**config.mk**
```make
export PLATFORM = sky130hd
export DESIGN_NAME = mux_frame_deframer
export DESIGN_NICKNAME = d
export VERILOG_FILES = /design/src/mfd_pkg.sv /design/src/mfd_parser.sv /design/src/mfd_out_stage.sv /design/src/mux_frame_deframer.sv
export SDC_FILE = /design/constraint.sdc
export NUM_CORES = 1
export LEC_CHECK = 0
export ABC_AREA = 1
export BUFFER_PORTS_ARGS = -buffer_cell sky130_fd_sc_hd__buf_2
export CELL_PAD_IN_SITES_DETAIL_PLACEMENT = 1
export CELL_PAD_IN_SITES_GLOBAL_PLACEMENT = 1
export CORE_MARGIN = 2
export CORE_UTILIZATION = 35
export DETAILED_ROUTE_END_ITERATION = 7
export PLACE_DENSITY_LB_ADDON = 0.1
export SETUP_SLACK_MARGIN = 0.2
export SYNTH_ARGS = -nofsm -noshare
export SYNTH_HDL_FRONTEND = slang
export SYNTH_SLANG_ARGS = --single-unit
```
**constraint.sdc**
```tcl
create_clock -name aclk -period 2.61 [get_ports aclk]
set_clock_uncertainty 0.05 [all_clocks]
set_input_delay 0.1305 -clock aclk [delete_from_list [all_inputs] [get_ports aclk]]
set_output_delay 0.1305 -clock aclk [all_outputs]
set_load 0.05 [all_outputs]
```
**src/mfd_pkg.sv**
```systemverilog
`timescale 1ns / 1ps
// ----------------------------------------------------------------------------
// mfd_pkg
// shared types and constants of the serial mux frame deframer
// ----------------------------------------------------------------------------
package mfd_pkg;

    localparam int BYTE_W     = 8;
    localparam int SEG_W      = 11;
    localparam int REM_W      = 10;
    localparam int CFG_ADDR_W = 3;
    localparam int CFG_DATA_W = 32;

    localparam logic [BYTE_W-1:0] SYNC_BYTE = 8'hBF;
    localparam logic [BYTE_W-1:0] NO_LINK   = 8'hFF;
    localparam logic [BYTE_W-1:0] MAX_LINK  = 8'd8;
    localparam logic [BYTE_W-1:0] NEWLINE   = 8'h0A;

    localparam logic [SEG_W-1:0] SEG_CAP  = 11'd1024;
    localparam logic [SEG_W-1:0] SEG_ONE  = 11'd1;
    localparam logic [15:0]      LENGTH_LIMIT = 16'd1023;

    // register index, taken from paddr above the byte lanes
    localparam logic REG_MAX_SEGMENT = 1'b0;

    typedef enum logic [2:0] {
        PH_PLAIN,
        PH_LINK,
        PH_LEN_HI,
        PH_LEN_LO,
        PH_PAYLOAD,
        PH_TRAILER,
        PH_SYNC,
        PH_WAIT
    } phase_t;

    typedef enum logic [1:0] {
        KIND_FRAMING = 2'd0,
        KIND_DATA    = 2'd1,
        KIND_ERROR   = 2'd2
    } byte_kind_t;

    typedef struct packed {
        byte_kind_t        byte_kind;
        logic [BYTE_W-1:0] data_byte;
        logic [BYTE_W-1:0] link_id;
        logic              segment_last;
        logic              mux_mode;
    } mfd_result_t;

    typedef struct packed {
        phase_t phase;
        logic   remaining_zero;
    } mfd_status_t;

endpackage

```
**src/mfd_parser.sv**
```systemverilog
`timescale 1ns / 1ps
// ----------------------------------------------------------------------------
// mfd_parser
// frame parser state and the per-byte decode of one received byte
// ----------------------------------------------------------------------------
module mfd_parser
    import mfd_pkg::*;
(
    input  logic              aclk,
    input  logic              aresetn,
    input  logic              step_en,
    input  logic [BYTE_W-1:0] rx_byte,
    input  logic [SEG_W-1:0]  max_segment,
    output mfd_result_t       result,
    output mfd_status_t       status
);

    phase_t             phase_reg, phase_next;
    logic [BYTE_W-1:0]  current_link_reg, current_link_next;
    logic [BYTE_W-1:0]  length_high_reg, length_high_next;
    logic [REM_W-1:0]   bytes_remaining_reg, bytes_remaining_next;
    logic [SEG_W-1:0]   segment_count_reg, segment_count_next;

    logic [SEG_W-1:0]   seg_limit;
    logic [SEG_W-1:0]   seg_inc;
    logic [REM_W-1:0]   rem_dec;
    logic [15:0]        frame_len;
    logic               link_bad;

    // out-of-range segment sizes are clamped
    always_comb begin
        if (max_segment == '0) begin
            seg_limit = SEG_ONE;
        end else if (max_segment > SEG_CAP) begin
            seg_limit = SEG_CAP;
        end else begin
            seg_limit = max_segment;
        end
    end

    assign seg_inc   = segment_count_reg + SEG_ONE;
    assign rem_dec   = (bytes_remaining_reg != '0) ? bytes_remaining_reg - 1'b1
                                                   : bytes_remaining_reg;
    assign frame_len = {length_high_reg, rx_byte};
    assign link_bad  = (current_link_reg > MAX_LINK) && (current_link_reg != NO_LINK);

    always_comb begin
        phase_next           = phase_reg;
        current_link_next    = current_link_reg;
        length_high_next     = length_high_reg;
        bytes_remaining_next = bytes_remaining_reg;
        segment_count_next   = segment_count_reg;
        result               = '0;
        result.byte_kind     = KIND_FRAMING;

        unique case (phase_reg)
            PH_PLAIN: begin
                if (rx_byte == SYNC_BYTE) begin
                    segment_count_next = '0;
                    phase_next         = PH_LINK;
                end else begin
                    result.byte_kind   = KIND_DATA;
                    result.data_byte   = rx_byte;
                    result.link_id     = NO_LINK;
                    segment_count_next = seg_inc;
                    if (seg_inc >= seg_limit || rx_byte == NEWLINE) begin
                        result.segment_last = 1'b1;
                        segment_count_next  = '0;
                    end
                end
            end
            PH_LINK: begin
                current_link_next = rx_byte;
                phase_next        = PH_LEN_HI;
            end
            PH_LEN_HI: begin
                length_high_next = rx_byte;
                phase_next       = PH_LEN_LO;
            end
            PH_LEN_LO: begin
                if (link_bad || frame_len > LENGTH_LIMIT) begin
                    result.byte_kind = KIND_ERROR;
                    phase_next       = PH_WAIT;
                end else begin
                    bytes_remaining_next = frame_len[REM_W-1:0];
                    segment_count_next   = '0;
                    phase_next = (frame_len[REM_W-1:0] == '0) ? PH_TRAILER : PH_PAYLOAD;
                end
            end
            PH_PAYLOAD: begin
                result.byte_kind     = KIND_DATA;
                result.data_byte     = rx_byte;
                result.link_id       = current_link_reg;
                segment_count_next   = seg_inc;
                bytes_remaining_next = rem_dec;
                if (seg_inc >= seg_limit || rem_dec == '0) begin
                    result.segment_last = 1'b1;
                    segment_count_next  = '0;
                end
                if (rem_dec == '0) begin
                    phase_next = PH_TRAILER;
                end
            end
            PH_TRAILER: begin
                if (rx_byte == ~current_link_reg) begin
                    phase_next = PH_SYNC;
                end else begin
                    result.byte_kind = KIND_ERROR;
                    phase_next       = PH_WAIT;
                end
            end
            PH_SYNC: begin
                if (rx_byte == SYNC_BYTE) begin
                    phase_next = PH_LINK;
                end else begin
                    result.byte_kind = KIND_ERROR;
                    phase_next       = PH_WAIT;
                end
            end
            PH_WAIT: begin
                if (rx_byte == SYNC_BYTE) begin
                    phase_next = PH_LINK;
                end
            end
        endcase

        result.mux_mode = (phase_next != PH_PLAIN);
    end

    always_ff @(posedge aclk) begin
        if (!aresetn) begin
            phase_reg           <= PH_PLAIN;
            current_link_reg    <= NO_LINK;
            length_high_reg     <= '0;
            bytes_remaining_reg <= '0;
            segment_count_reg   <= '0;
        end else if (step_en) begin
            phase_reg           <= phase_next;
            current_link_reg    <= current_link_next;
            length_high_reg     <= length_high_next;
            bytes_remaining_reg <= bytes_remaining_next;
            segment_count_reg   <= segment_count_next;
        end
    end

    assign status.phase          = phase_reg;
    assign status.remaining_zero = (bytes_remaining_reg == '0);

endmodule

```
**src/mfd_out_stage.sv**
```systemverilog
`timescale 1ns / 1ps
// ----------------------------------------------------------------------------
// mfd_out_stage
// result register on the master side of the deframer
// ----------------------------------------------------------------------------
module mfd_out_stage
    import mfd_pkg::*;
(
    input  logic        aclk,
    input  logic        aresetn,
    input  logic        load,
    input  mfd_result_t result_in,
    input  logic        m_tready,
    output logic        m_tvalid,
    output mfd_result_t result_out
);

    logic        valid_reg;
    mfd_result_t result_reg;

    always_ff @(posedge aclk) begin
        if (!aresetn) begin
            valid_reg <= 1'b0;
        end else if (load) begin
            valid_reg <= 1'b1;
        end else if (m_tready) begin
            valid_reg <= 1'b0;
        end
    end

    always_ff @(posedge aclk) begin
        if (load) begin
            result_reg <= result_in;
        end
    end

    assign m_tvalid   = valid_reg;
    assign result_out = result_reg;

endmodule

```
**src/mux_frame_deframer.sv**
```systemverilog
`timescale 1ns / 1ps
// ----------------------------------------------------------------------------
// mux_frame_deframer
// byte-at-a-time deframer for a serial line carrying plain text or mux frames
// ----------------------------------------------------------------------------
// channel   direction  ports                    contents
// s_        in         s_tvalid/tready/tdata    one received byte
// m_        out        m_tvalid/tready/tdata    one result per byte
//                      m_tlast, m_tuser
// apb       in/out     psel..prdata             max_segment at byte addr 0
//
// one byte per cycle sustained while the master side takes each result; each
// byte passes through the input register and then the result register
// the parser state advances when the input register hands its byte to the
// result register, so throughput is set by the combinational decode step
// synchronous active-low reset: plain mode, link 255, max_segment 1024
// a stalled master side holds the result register; the input register still
// takes one more byte, then s_tready drops until the result is taken
// ----------------------------------------------------------------------------
module mux_frame_deframer
    import mfd_pkg::*;
(
    input  logic                  aclk,
    input  logic                  aresetn,

    // receive byte stream
    input  logic                  s_tvalid,
    output logic                  s_tready,
    input  logic [7:0]            s_tdata,   // [7:0] rx_byte

    // deframed results
    output logic                  m_tvalid,
    input  logic                  m_tready,
    output logic [15:0]           m_tdata,   // [7:0] data_byte, [15:8] link_id
    output logic                  m_tlast,   // segment_last
    output logic [2:0]            m_tuser,   // [1:0] byte_kind, [2] mux_mode

    // configuration
    input  logic                  psel,
    input  logic                  penable,
    input  logic                  pwrite,
    input  logic [CFG_ADDR_W-1:0] paddr,
    input  logic [CFG_DATA_W-1:0] pwdata,
    output logic [CFG_DATA_W-1:0] prdata,
    output logic                  pready
);

    // configuration register
    logic [SEG_W-1:0] max_segment_reg;
    logic             cfg_write;

    // input register
    logic              in_valid_reg;
    logic [BYTE_W-1:0] rx_byte_reg;

    logic        advance;
    logic        s_accept;
    logic        out_valid;
    mfd_result_t step_result;
    mfd_result_t out_result;
    mfd_status_t parser_status;

    // ---------------- apb ----------------
    assign pready    = 1'b1;
    assign cfg_write = psel && penable && pwrite && pready
                       && (paddr[CFG_ADDR_W-1] == REG_MAX_SEGMENT);

    always_ff @(posedge aclk) begin
        if (!aresetn) begin
            max_segment_reg <= SEG_CAP;
        end else if (cfg_write) begin
            max_segment_reg <= pwdata[SEG_W-1:0];
        end
    end

    // only one register; other words read as zero
    assign prdata = (paddr[CFG_ADDR_W-1] == REG_MAX_SEGMENT)
                    ? {{(CFG_DATA_W-SEG_W){1'b0}}, max_segment_reg} : '0;

    // ---------------- input register ----------------
    // the held byte moves on whenever the result register is free or draining
    assign advance  = in_valid_reg && (!out_valid || m_tready);
    assign s_tready = !in_valid_reg || advance;
    assign s_accept = s_tvalid && s_tready;

    always_ff @(posedge aclk) begin
        if (!aresetn) begin
            in_valid_reg <= 1'b0;
        end else if (s_accept) begin
            in_valid_reg <= 1'b1;
        end else if (advance) begin
            in_valid_reg <= 1'b0;
        end
    end

    always_ff @(posedge aclk) begin
        if (s_accept) begin
            rx_byte_reg <= s_tdata;
        end
    end

    // ---------------- decode step ----------------
    mfd_parser u_parser (
        .aclk        (aclk),
        .aresetn     (aresetn),
        .step_en     (advance),
        .rx_byte     (rx_byte_reg),
        .max_segment (max_segment_reg),
        .result      (step_result),
        .status      (parser_status)
    );

    // ---------------- result register ----------------
    mfd_out_stage u_out (
        .aclk       (aclk),
        .aresetn    (aresetn),
        .load       (advance),
        .result_in  (step_result),
        .m_tready   (m_tready),
        .m_tvalid   (out_valid),
        .result_out (out_result)
    );

    assign m_tvalid = out_valid;
    assign m_tdata  = {out_result.link_id, out_result.data_byte};
    assign m_tlast  = out_result.segment_last;
    assign m_tuser  = {out_result.mux_mode, out_result.byte_kind};

    // ---------------- assertions ----------------
    // a segment end only ever marks a data byte
    a_last_on_data: assert property (@(posedge aclk) disable iff (!aresetn)
        (m_tvalid && m_tlast) |-> (m_tuser[1:0] == KIND_DATA))
        else $error("segment end on a non-data transaction");

    // plain-mode data always travels on the no-link id
    a_plain_link: assert property (@(posedge aclk) disable iff (!aresetn)
        (m_tvalid && m_tuser[1:0] == KIND_DATA && !m_tuser[2]) |-> (m_tdata[15:8] == NO_LINK))
        else $error("plain data with a link id other than 255");

    // once in mux mode the parser never returns to plain mode
    a_mux_sticky: assert property (@(posedge aclk) disable iff (!aresetn)
        (parser_status.phase != PH_PLAIN) |=> (parser_status.phase != PH_PLAIN))
        else $error("parser fell back to plain mode");

    // the payload phase always has bytes left to take
    a_payload_count: assert property (@(posedge aclk) disable iff (!aresetn)
        (parser_status.phase == PH_PAYLOAD) |-> !parser_status.remaining_zero)
        else $error("payload phase with no bytes remaining");

endmodule
```
## Word level (Yosys, flattened, before mapping)

Index checks and enable logic that the tools add are counted.
Widths: inputs -> output; s select.

| word-level totals | value |
|---|---|
| bits in registers | 81 |
| input bits | 50 |
| output and inout bits | 55 |
| logic and storage cells | 92 |

| operators by class | value |
|---|---|
| add/sub/neg operators | 2 |
| $lt $le $gt $ge | 4 |
| equality and inequality tests | 12 |
| muxes and demuxes | 30 |
| bitwise operators | 2 |
| reductions and logical operators | 28 |

Operators by type and width:

| cell | count |
|---|---|
| $mux 11 | 7 |
| $pmux 17 s2 | 1 |
| $pmux 11 s3 | 1 |
| $pmux 3 s7 | 1 |
| $logic_not 10->1 | 2 |
| $mux 10 | 2 |
| $pmux 10 s2 | 1 |
| $mux 18 | 1 |
| $gt 16x10->1 const B | 1 |
| $eq 3x3->1 const B | 4 |
| $mux 3 | 4 |
| $add 11x1->11 const B | 1 |
| $ge 11x11->1 | 1 |
| $gt 11x11->1 const B | 1 |
| $logic_not 11->1 | 1 |
| $pmux 2 s5 | 1 |
| $reduce_bool 10->1 | 1 |
| $sub 10x1->10 const B | 1 |
| $eq 8x4->1 const B | 1 |
| $eq 8x8->1 | 1 |
| $eq 8x8->1 const B | 1 |
| $gt 8x4->1 const B | 1 |
| $mux 1 | 8 |
| $ne 8x8->1 const B | 1 |
| other kinds (15) | 33 |

## Longest topological paths before layout

Gate-level depths: netlist of run 1.

| depth | value |
|---|---|
| depth after elaboration | 8 |
| mapped depth | 19 |
| mapped depth without buffers | 18 |

## Modules after synthesis

From an unflattened synthesis of run 1, not the netlist that was laid out.

| unflattened totals | value |
|---|---|
| cell total of the unflattened synthesis | 667 |
| area total of the unflattened synthesis | 4929.7 um^2 |

By module, submodules not included:

| module | instances | cells an instance | area an instance (um^2) | sequential area each (um^2) |
|---|---|---|---|---|
| mfd_parser | 1 | 506 | 3254.4 | 800.8 |
| mux_frame_deframer | 1 | 135 | 1031.0 | 480.5 |
| mfd_out_stage | 1 | 26 | 644.4 | 620.6 |

## Worst setup path after synthesis of run 1

Ideal clock, no wire load.

| timing | value |
|---|---|
| kind | register to register |
| start | register u_parser.segment_count_reg[0] |
| end | register u_out.result_reg (netlist bit u_out.result_out[1]), data pin |
| library setup time | 0.265 ns |
| data arrival time | 2.463 ns |
| data required time | 2.295 ns |
| path slack | -0.167 ns |
| cell stages (with the launch flop) | 17 |
| clock period less this slack | 2.777 ns |
| cells stage by stage | dfxtp_1 > ha_1 > nand2_1 > nor2_1 > nand3_1 > nor2_1 > nand3_1 > xor2_1 > ha_1 > a21oi_1 > o21a_1 > nand4_1 > inv_1 > buf_2 > nand2_1 > nand2_1 > o21ai_1 |

RTL lines:

| element | line | source |
|---|---|---|
| from (decl) | mfd_parser.sv:22 | `logic [SEG_W-1:0] segment_count_reg, segment_count_next;` |
| from (signal assigned) | mfd_parser.sv:142 | `segment_count_reg <= segment_count_next;` |
| to (signal assigned) | mfd_out_stage.sv:33 | `result_reg <= result_in;` |
| to (decl) | mfd_out_stage.sv:19 | `mfd_result_t result_reg;` |

## Worst setup path after layout of run 1

| timing | value |
|---|---|
| start | register u_parser.segment_count_reg[1] |
| end | register u_parser.segment_count_reg[7] |

| between the ends | value |
|---|---|
| cells in the longest elaborated chain, start to end | 6 |
| elaborated cells on any way between the ends | 8 |
| classes of those cells | add/sub (1); order compare (1); mux (4); reduce/logical (2) |

Ends and longest elaborated chain:

| element | line | source |
|---|---|---|
| $add 11x1->11 * | mfd_parser.sv:41 | `assign seg_inc = segment_count_reg + SEG_ONE;` |
| $ge 11x11->1 | mfd_parser.sv:66, mfd_parser.sv:96 |  |
| $logic_or 1x1->1 | mfd_parser.sv:66 | `if (seg_inc >= seg_limit \|\| rx_byte == NEWLINE) begin` |
| $mux 11 | mfd_parser.sv:66 |  |
| $mux 11 | mfd_parser.sv:58 | `if (rx_byte == SYNC_BYTE) begin` |
| $pmux 11 s3 * | mfd_parser.sv:56 | `unique case (phase_reg)` |

Every way passes the cells marked *; elsewhere a longest branch is shown, timed or not.
A chain may end at the register's enable or synchronous reset.

==> reports/metrics.yaml, run 1 <==
outcome: "finished, violations left"
violations: "setup timing"
seq_area_frac_synth_pct: 40.83
grt_setup_unrepaired: "true"
clkSinkCount: 81
yosys-top-cells-area: "dfxtp_1 (23%), edfxtp_1 (18%), nand2_1 (9.6%)"
worst_setup_hold_path_clk_slew_ns: 0.06
final_common_cell: "nand2_1"
drv_slew: 0
nets: 786
ys_seq_elements: 81
die_height_um: 119.4
grt_overflow: 0
finalHoldWorstSlack_ns: 0.02383
crit_arrival_ns: 2.86
vias_per_cell: 4.871
period_share_pct: 100.0
ir_drop_uv: 297.3
grt_pass1_vias: 4532
wl_per_cell_um: 14.88
final_area_mm2: 0.005924
worst_slack_ns: -0.0009730
core_mm2: 0.01314
ys_types: 35
place_area_mm2: 0.005320
p_per_area_mw_per_mm2: 614.5
numCtsBuffers: 9
die_x_um: 119.4
syn_inst: 623
min_path_type: "primary input to flop"
synth_top_cell_by_area: "dfxtp_1"
finish.utilization_pct: 45.10
cts_root_buf: "clkbuf_16"
path_class: "flop to flop"
pin_count: 105
critPathRequiredTime_ns: 2.86
htreeDepth: 3
drive_gt1_share_pct: 25.96
yosysWarningCount: 0
drt_first_pass_iters: 4
synth_area_mm2: 0.004658
mostFrequentLayoutCells: "nand2_1 (115), inv_1 (74), buf_2 (59), nor2_1 (54), dfxtp_1 (49)"
endpoint_kind: "flop"
post-route-min-period_ns: 2.611
p_leak_nw: 2.728
gp_congestion: 0.8195
vias: 4403
fmax_ghz: 0.3830
antenna_found_initial: 0
yosysTopAreaCellShare_pct: 22.78
syn_avg_cell_area_um2: 7.477
critPathLaunchType: "flop"
track_usage_pct: 19.76
hold_viol: 0
cts_buffer_depth: 2
initial_core_util_pct: 35.46
drv_cap: 0
io_buffers: 59
routed_wl_um: 13450
rows: 42
antenna_cells: 0
antenna_left: 0
setup_viol: 1
drt-initial-drc-count: 173
largest_reg_flops: 20
die_area_mm2: 0.01425
grt_first_pass_wirelength_um: 22420
area_growth_syn_to_layout_pct: 27.18
path_max_fanout: 7
grt_max_degree: 36
power_mw: 3.641
hpwl_um: 10040
drc: 0
worst_skew_pair.late_latency_ns: 0.35
tritoncts: "built"
## final timing paths
path / start / slack (ns) / endpoint / cells after the start
worst min register to register: max_segment_reg[1] / 0.47 / max_segment_reg[1] / 2
worst min-delay path: pwdata[0] / 0.02 / max_segment_reg[0] / 3
worst max-delay path: u_parser.segment_count_reg[1] / -0.001 / u_parser.segment_count_reg[7] / 17
worst max register to register: u_parser.segment_count_reg[1] / -0.001 / u_parser.segment_count_reg[7] / 17
## worst max-delay path: stages (launching register included)
cell and delay, ns:
dfxtp_2 0.35, ha_4 0.15, nand2_4 0.05, nor2_4 0.14, nand3_4 0.10, nor2_4 0.14
nand3_2 0.10, xor2_2 0.21, ha_4 0.24, a21oi_2 0.11, o21a_1 0.13, nand4_1 0.17
nor2_1 0.15, buf_4 0.16, nand4_1 0.09, nand3_1 0.11, nand2_1 0.05, inv_1 0.04
## repair_timing
| item | 4_1_cts | 5_1_grt |
|---|---|---|
| hold buffers | 9 | 0 |
| setup buffers | 0 | 4 |
| gates cloned | 0 | 1 |
| endpoints found under the hold margin | 9 | 0 |
| pin swaps | 13 | 23 |
| resized for setup | 6 | 34 |
| setup endpoints to repair | 12 | 13 |
## through the flow
step / instances / setup slack, ns / setup TNS (ns)
2_1_floorplan: 643 / 0.05661 / 0
5_1_grt: 904 / -0.2139 / -2.112
6_report: 904 / -0.0009730 / -0.0009730
3_5_place_dp: 874 / -0.1967 / -1.812
4_1_cts: 899 / -0.05988 / -0.4131
3_3_place_gp: 874 / -0.08371 / -0.6486
## Yosys cell counts (all sizes together)
cell	instances
conb	2
nor4	6
dfxtp	53
a211oi	4
clkbuf	12
xnor2	5
inv	89
xor2	8
nand4	28
nand3	33
and3	2
o21bai	1
ha	13
o21a	1
nor3	9
o211ai	10
o21ai	47
clkinv	2
buf	30
edfxtp	28
a21oi	50
nand2	122
nor2	68
## cell type report
cell class                 instances  area, um^2
tap                              176       220.2
clock buffer                      10       229.0
inverter                          91       341.6
timing repair buffer             110       704.4
multi-input combinational        430        2467
fill                            1656        7213
sequential                        81        1912
clock inverter                     6       50.05
## cells by family (layout without fill, tap and decap cells)
| kind of cell | after synthesis | after routing | share of synthesized area, % |
|---|---|---|---|
| xor+xnor | 13 | 13 | 2.444 |
| compound gates | 113 | 113 | 13.24 |
| simple gates | 268 | 269 | 26.89 |
| flops | 81 | 81 | 40.83 |
| other cells | 2 | 22 | 0.1612 |
| fa+ha+maj | 13 | 13 | 3.492 |
| buf+inv | 133 | 217 | 12.95 |
## power by group
part,switching [mW],internal [mW],leakage [nW]
sequential,0.0527,1.39,0.698
combinational,0.663,0.314,1.89
clock,0.566,0.659,0.135
## metal layers
layer,up-vias,share of wire [%],track usage [%]
li1,2226,-,-
met1,2104,49,26.76
met2,62,47,32.51
met3,11,2.6,2.874
met4,0,1.2,6.397
met5,-,0,0
(Power assumes the default switching activity.)
==> run 2: changes to the inputs <==
--- a/config.mk
+++ b/config.mk
@@ -12,6 +12,7 @@
 export CORE_MARGIN = 2
 export CORE_UTILIZATION = 35
 export DETAILED_ROUTE_END_ITERATION = 7
+export MAX_ROUTING_LAYER = met4
 export PLACE_DENSITY_LB_ADDON = 0.1
 export SETUP_SLACK_MARGIN = 0.2
 export SYNTH_ARGS = -nofsm -noshare
==> run 2 against run 1 <==
Compared with the run above:
- the run now ends clean
- register-to-register slack about the same
- combinational power about the same
- core utilization about the same
- flip-flop and latch count unchanged
- via count increased by 0.11%
- maximum frequency increased by 0.12%
- global-route usage increased by 0.56 points
- setup slack improved by 0.0031 ns
- worst hold slack got worse by 0.0033 ns
- critical endpoint is now u_parser.segment_count_reg[5]
==> reports/metrics.yaml, run 2 (synthesized netlist as in run 1, its figures left out) <==
initial_core_util_pct: 35.46
largest_reg_flops: 20
hpwl_um: 10040
vias: 4408
drt-initial-drc-count: 157
rrSetupSlack_ns: 0.002
outcome: "complete, no violations"
grtUsageMet3_pct: 2.778
drv_cap: 0
hold_viol: 0
mostFrequentLayoutCells: "nand2_1 (115), inv_1 (74), buf_2 (59), nor2_1 (54), dfxtp_1 (49)"
p_sw_share_pct: 35.32
drive_gt1_share_pct: 25.82
rows: 42
p_int_mw: 2.358
htreeDepth: 3
drv_slew: 0
pin_count: 105
cpPeakStageDelay_ns: 0.35
drt_first_pass_iters: 4
final_common_cell: "nand2_1"
sequentialPowerShare_pct: 39.5
drc: 0
worst_setup_hold_path_clk_slew_ns: 0.06
io_buffers: 59
cts_root_buf: "clkbuf_16"
min_path_type: "primary input to flop"
grt_setup_unrepaired: "true"
post-route-min-period_ns: 2.608
ir_drop_uv: 296.8
grt_pass1_vias: 4535
period_share_pct: 99.92
pwr-share-clk_pct: 33.8
grt_overflow: 0
worst_skew_pair.late_latency_ns: 0.35
antenna_cells: 0
core_mm2: 0.01314
crit_chain: "ha_4 > nand2_4 > nor2_4 > nand3_4 > nor2_4 > nand3_2 > xor2_2 > ha_4 > nand2_2 > o21a_1 > nand4_1 > inv_2 > buf_4 > nand4_1 > nand3_1 > nand2_1 > inv_1"
die_area_mm2: 0.01425
p_comb_share_pct: 26.8
fin_setup_tns_ns: 0
setup_viol: 0
p_per_area_mw_per_mm2: 615.7
antenna_found_initial: 0
grt_first_pass_wirelength_um: 22400
p_switching_mw: 1.287
track_usage_pct: 20.32
fmax_ghz: 0.3835
finalHoldWorstSlack_ns: 0.02054
use_met1_pct: 26.85
endpoint_kind: "flop"
die_height_um: 119.4
top_usage_layer: "met2"
vias_per_cell: 4.876
cts_buffer_depth: 2
cp_slowest_cell: "dfxtp_2"
numCtsBuffers: 9
gp_congestion: 0.8318
cpLargestDelayFamily: "simple AND/OR/NAND/NOR gates"
wl_per_cell_um: 14.96
area_growth_syn_to_layout_pct: 27.10
tritoncts: "built"
clkSinkCount: 81
critPathRequiredTime_ns: 2.81
grt_util_met2_pct: 32.47
crit_arrival_ns: 2.81
nets: 786
antenna_left: 0
p_leak_nw: 2.726
critPathLaunchType: "flop"
timing.critical_path.buf_inv: 3
grt_max_degree: 36
routed_wl_um: 13520
path_class: "flop to flop"
path_max_fanout: 5
die_x_um: 119.4
==> run 2: cell counts in the layout (fill, tap and decap cells not counted) <==
Identical to the previous run, type by type.
==> run 2: per-stage QoR <==
step / util [%] / instances / total power [mW] / worst slack, ns / instance area, um^2
after floorplan: - / 643 / 2.136 / 0.05661 / 4787
after global placement: 40.50 / 874 / 2.335 / -0.08371 / 5320
after detailed placement: 40.50 / 874 / 2.357 / -0.1967 / 5320
after CTS: 43.45 / 899 / 3.608 / -0.05988 / 5708
after global routing: 45.07 / 904 / 3.840 / -0.2122 / 5921
final: 45.07 / 904 / 3.645 / 0.002129 / 5921
==> run 2: area by class of cell <==
cell class / instances / area (um^2)
clock buffers: 10 / 229.0
clock inverters: 6 / 50.05
fillers: 1655 / 7217
inverters: 91 / 341.6
multi-input cells: 430 / 2464
flip-flops and latches: 81 / 1912
well taps: 176 / 220.2
repair buffers: 110 / 704.4
==> run 2: repair_timing <==
action | CTS | global route
hold buffers | 9 | 0
pin swaps | 13 | 25
setup endpoints to repair | 12 | 13
endpoints found under the hold margin | 9 | 0
setup buffers | 0 | 4
gates cloned | 0 | 1
resized for setup | 6 | 33
==> run 2: power groups by stage <==
stage / Combinational (mW) / Sequential [mW] / Clock [mW]
6_report: 0.976 / 1.44 / 1.23
5_1_grt: 1.08 / 1.45 / 1.31
4_1_cts: 0.910 / 1.44 / 1.26
3_5_place_dp: 0.891 / 1.47 / 0
3_3_place_gp: 0.874 / 1.46 / 0
2_1_floorplan: 0.608 / 1.53 / 0
==> run 2: worst min-delay path: cells and delay by family <==
kind | cells | cell delay (ns)
compound gates | 2 | 0.17
buf+inv | 1 | 0.07
==> run 2: routing by layer <==
| metal | wire length, um | part of all wire [%] |
|---|---|---|
| met1 | 6562 | 49 |
| met2 | 6402 | 47 |
| met3 | 381 | 2.8 |
| met4 | 175 | 1.3 |
| met5 | 0 | 0 |
==> run 2: worst paths after layout <==
check | endpoint | from | cells past startpoint
max | u_parser.segment_count_reg[5] | u_parser.segment_count_reg[1] | 17
min | max_segment_reg[0] | pwdata[0] | 3
max reg2reg | u_parser.segment_count_reg[5] | u_parser.segment_count_reg[1] | 17
min reg2reg | max_segment_reg[1] | max_segment_reg[1] | 2
==> run 3: changes to the inputs <==
--- a/config.mk
+++ b/config.mk
@@ -14,7 +14,8 @@
 export DETAILED_ROUTE_END_ITERATION = 7
 export MAX_ROUTING_LAYER = met4
 export PLACE_DENSITY_LB_ADDON = 0.1
-export SETUP_SLACK_MARGIN = 0.2
+export SETUP_SLACK_MARGIN = 0.05
+export SLEW_MARGIN = 0
 export SYNTH_ARGS = -nofsm -noshare
 export SYNTH_HDL_FRONTEND = slang
 export SYNTH_SLANG_ARGS = --single-unit
==> run 3 against run 2 <==
Compared with the run above:
- register-to-register slack worse by 0.05 ns
- first-iteration DRC count fell by 26%
- the run now ends with setup timing left
- cell count increased by 1.0%
- critical endpoint is now u_parser.segment_count_reg[1]
- clock power rose by 8%
- worst hold slack worse by 0.0042 ns
- core utilization rose by 0.90 points
- combinational power increased by 5%
- design area is 2.0% higher
- die area unchanged
==> reports/metrics.yaml, run 3 (synthesized netlist as in run 1, its figures left out) <==
outcome: "finished, violations left"
violations: "setup timing"
final_area_mm2: 0.006038
crit_arrival_ns: 2.90
area_growth_syn_to_layout_pct: 29.63
fin_setup_tns_ns: -0.1800
grt_max_degree: 36
tritoncts: "built"
relSlewSlack_pct: 65.38
grt_overflow: 0
routed_wl_um: 13750
io_buffers: 59
drive_gt1_share_pct: 27.41
critPathLaunchType: "flop"
worst_pin_slew_ns: 0.5188
fillers: 1638
antenna_found_initial: 0
die_x_um: 119.4
multi_input_area_mm2: 0.002476
vias: 4401
place_area_mm2: 0.005365
worst_setup_hold_path_clk_slew_ns: 0.06
path_max_fanout: 5
path_class: "flop to flop"
grt_pass1_vias: 4316
drc: 0
cts_root_buf: "clkbuf_16"
placed_cells: 880
nets: 795
core_mm2: 0.01314
p_per_area_mw_per_mm2: 627.6
grt_setup_unrepaired: "true"
final_common_cell: "nand2_1"
die_height_um: 119.4
htreeDepth: 3
antenna_left: 0
rows: 42
drt-initial-drc-count: 116
post-route-min-period_ns: 2.661
largest_reg_flops: 20
period_share_pct: 102.0
drv_slew: 0
drt_first_pass_iters: 6
regArea_mm2: 0.001912
p_leak_nw: 2.813
pin_count: 105
fmax_ghz: 0.3758
initial_core_util_pct: 35.46
gp_congestion: 0.8357
critPathRequiredTime_ns: 2.85
endpoint_kind: "flop"
ir_drop_uv: 246.2
hpwl_um: 10120
track_usage_pct: 20.03
final_cells: 913
clkSinkCount: 81
cpPeakStageDelay_ns: 0.37
wl_per_cell_um: 15.05
power_mw: 3.789
cts_buffer_depth: 2
setup_viol: 5
whs_path_depth: 3
finalHoldWorstSlack_ns: 0.01636
cp_slowest_cell: "dfxtp_4"
hold_viol: 0
vias_per_cell: 4.820
die_area_mm2: 0.01425
mostFrequentLayoutCells: "nand2_1 (111), inv_1 (73), buf_2 (59), nor2_1 (54), dfxtp_1 (49)"
rr_worst_depth: 18
min_path_type: "primary input to flop"
grt_first_pass_wirelength_um: 21900
worst_skew_pair.late_latency_ns: 0.35
antenna_cells: 0
drv_cap: 0
worst_slack_ns: -0.05122
crit_chain: "ha_4 > nand2_4 > nor2_4 > nand3_4 > nor2_4 > nand3_2 > xor2_2 > ha_4 > a21oi_2 > o21a_1 > nand4_1 > buf_4 > nor3_4 > buf_6 > nand2_1 > nand3_1 > nand2_1 > inv_1"
numCtsBuffers: 9
-- run 3: cell count changes in the layout (fill, tap and decap cells not counted), sizes merged --
cell	previous run	this run
inv	92	93
clkinvlp	1	0
clkbuf	10	9
bufinv	0	1
buf	101	110
-- run 3: layout make-up --
type	count	area share, %
clock buffers	9	3.730
repair buffers	119	12.91
multi-input cells	430	41.01
clock inverters	7	1.388
inverters	91	5.657
well taps	176	3.647
flip-flops and latches	81	31.66
-- run 3: critical path: cells and delay by family (launching register included) --
kind	cells	cell delay, ns
AOI/OAI and AO/OA	2	0.23
xor gates and xnor gates	1	0.23
adders and majority gates	2	0.39
buffers and inverters	3	0.39
DFF	1	0.37
and+or+nand+nor	10	0.92
-- run 3: worst paths after layout --
check                                startpoint                             to  slack [ns]
hold / removal                        pwdata[4]             max_segment_reg[4]        0.02
setup / recovery  u_parser.segment_count_reg[0]  u_parser.segment_count_reg[1]       -0.05
hold reg to reg              max_segment_reg[1]             max_segment_reg[1]        0.47
setup reg to reg  u_parser.segment_count_reg[0]  u_parser.segment_count_reg[1]       -0.05
-- run 3: timing repair --
item	in CTS	in global routing
cloned	0	1
hold buffers	9	0
pin swaps	7	17
setup endpoints to repair	12	13
setup buffers	4	3
resized for setup	8	40
hold endpoints to repair	9	0
-- run 3: stage by stage --
step                      setup slack, ns  util, %
after floorplan                   0.05263        -
after global placement           -0.07017    40.84
after detailed placement          -0.2257    40.84
after CTS                        -0.07521    44.32
after global routing              -0.2278    45.96
final                            -0.05122    45.96
-- run 3: per-layer routing --
| layer | track usage [%] | share of wire (%) |
|---|---|---|
| met1 | 26.16 | 48 |
| met2 | 32.58 | 47 |
| met3 | 2.538 | 3.1 |
| met4 | 6.176 | 1.3 |
| met5 | - | 0 |
-- run 3: where the power goes --
group	internal, mW	total, mW	switching [mW]	leakage (nW)
Sequential	1.39	1.44	0.0518	0.698
Combinational	0.339	1.02	0.679	1.96
Clock	0.762	1.33	0.572	0.154
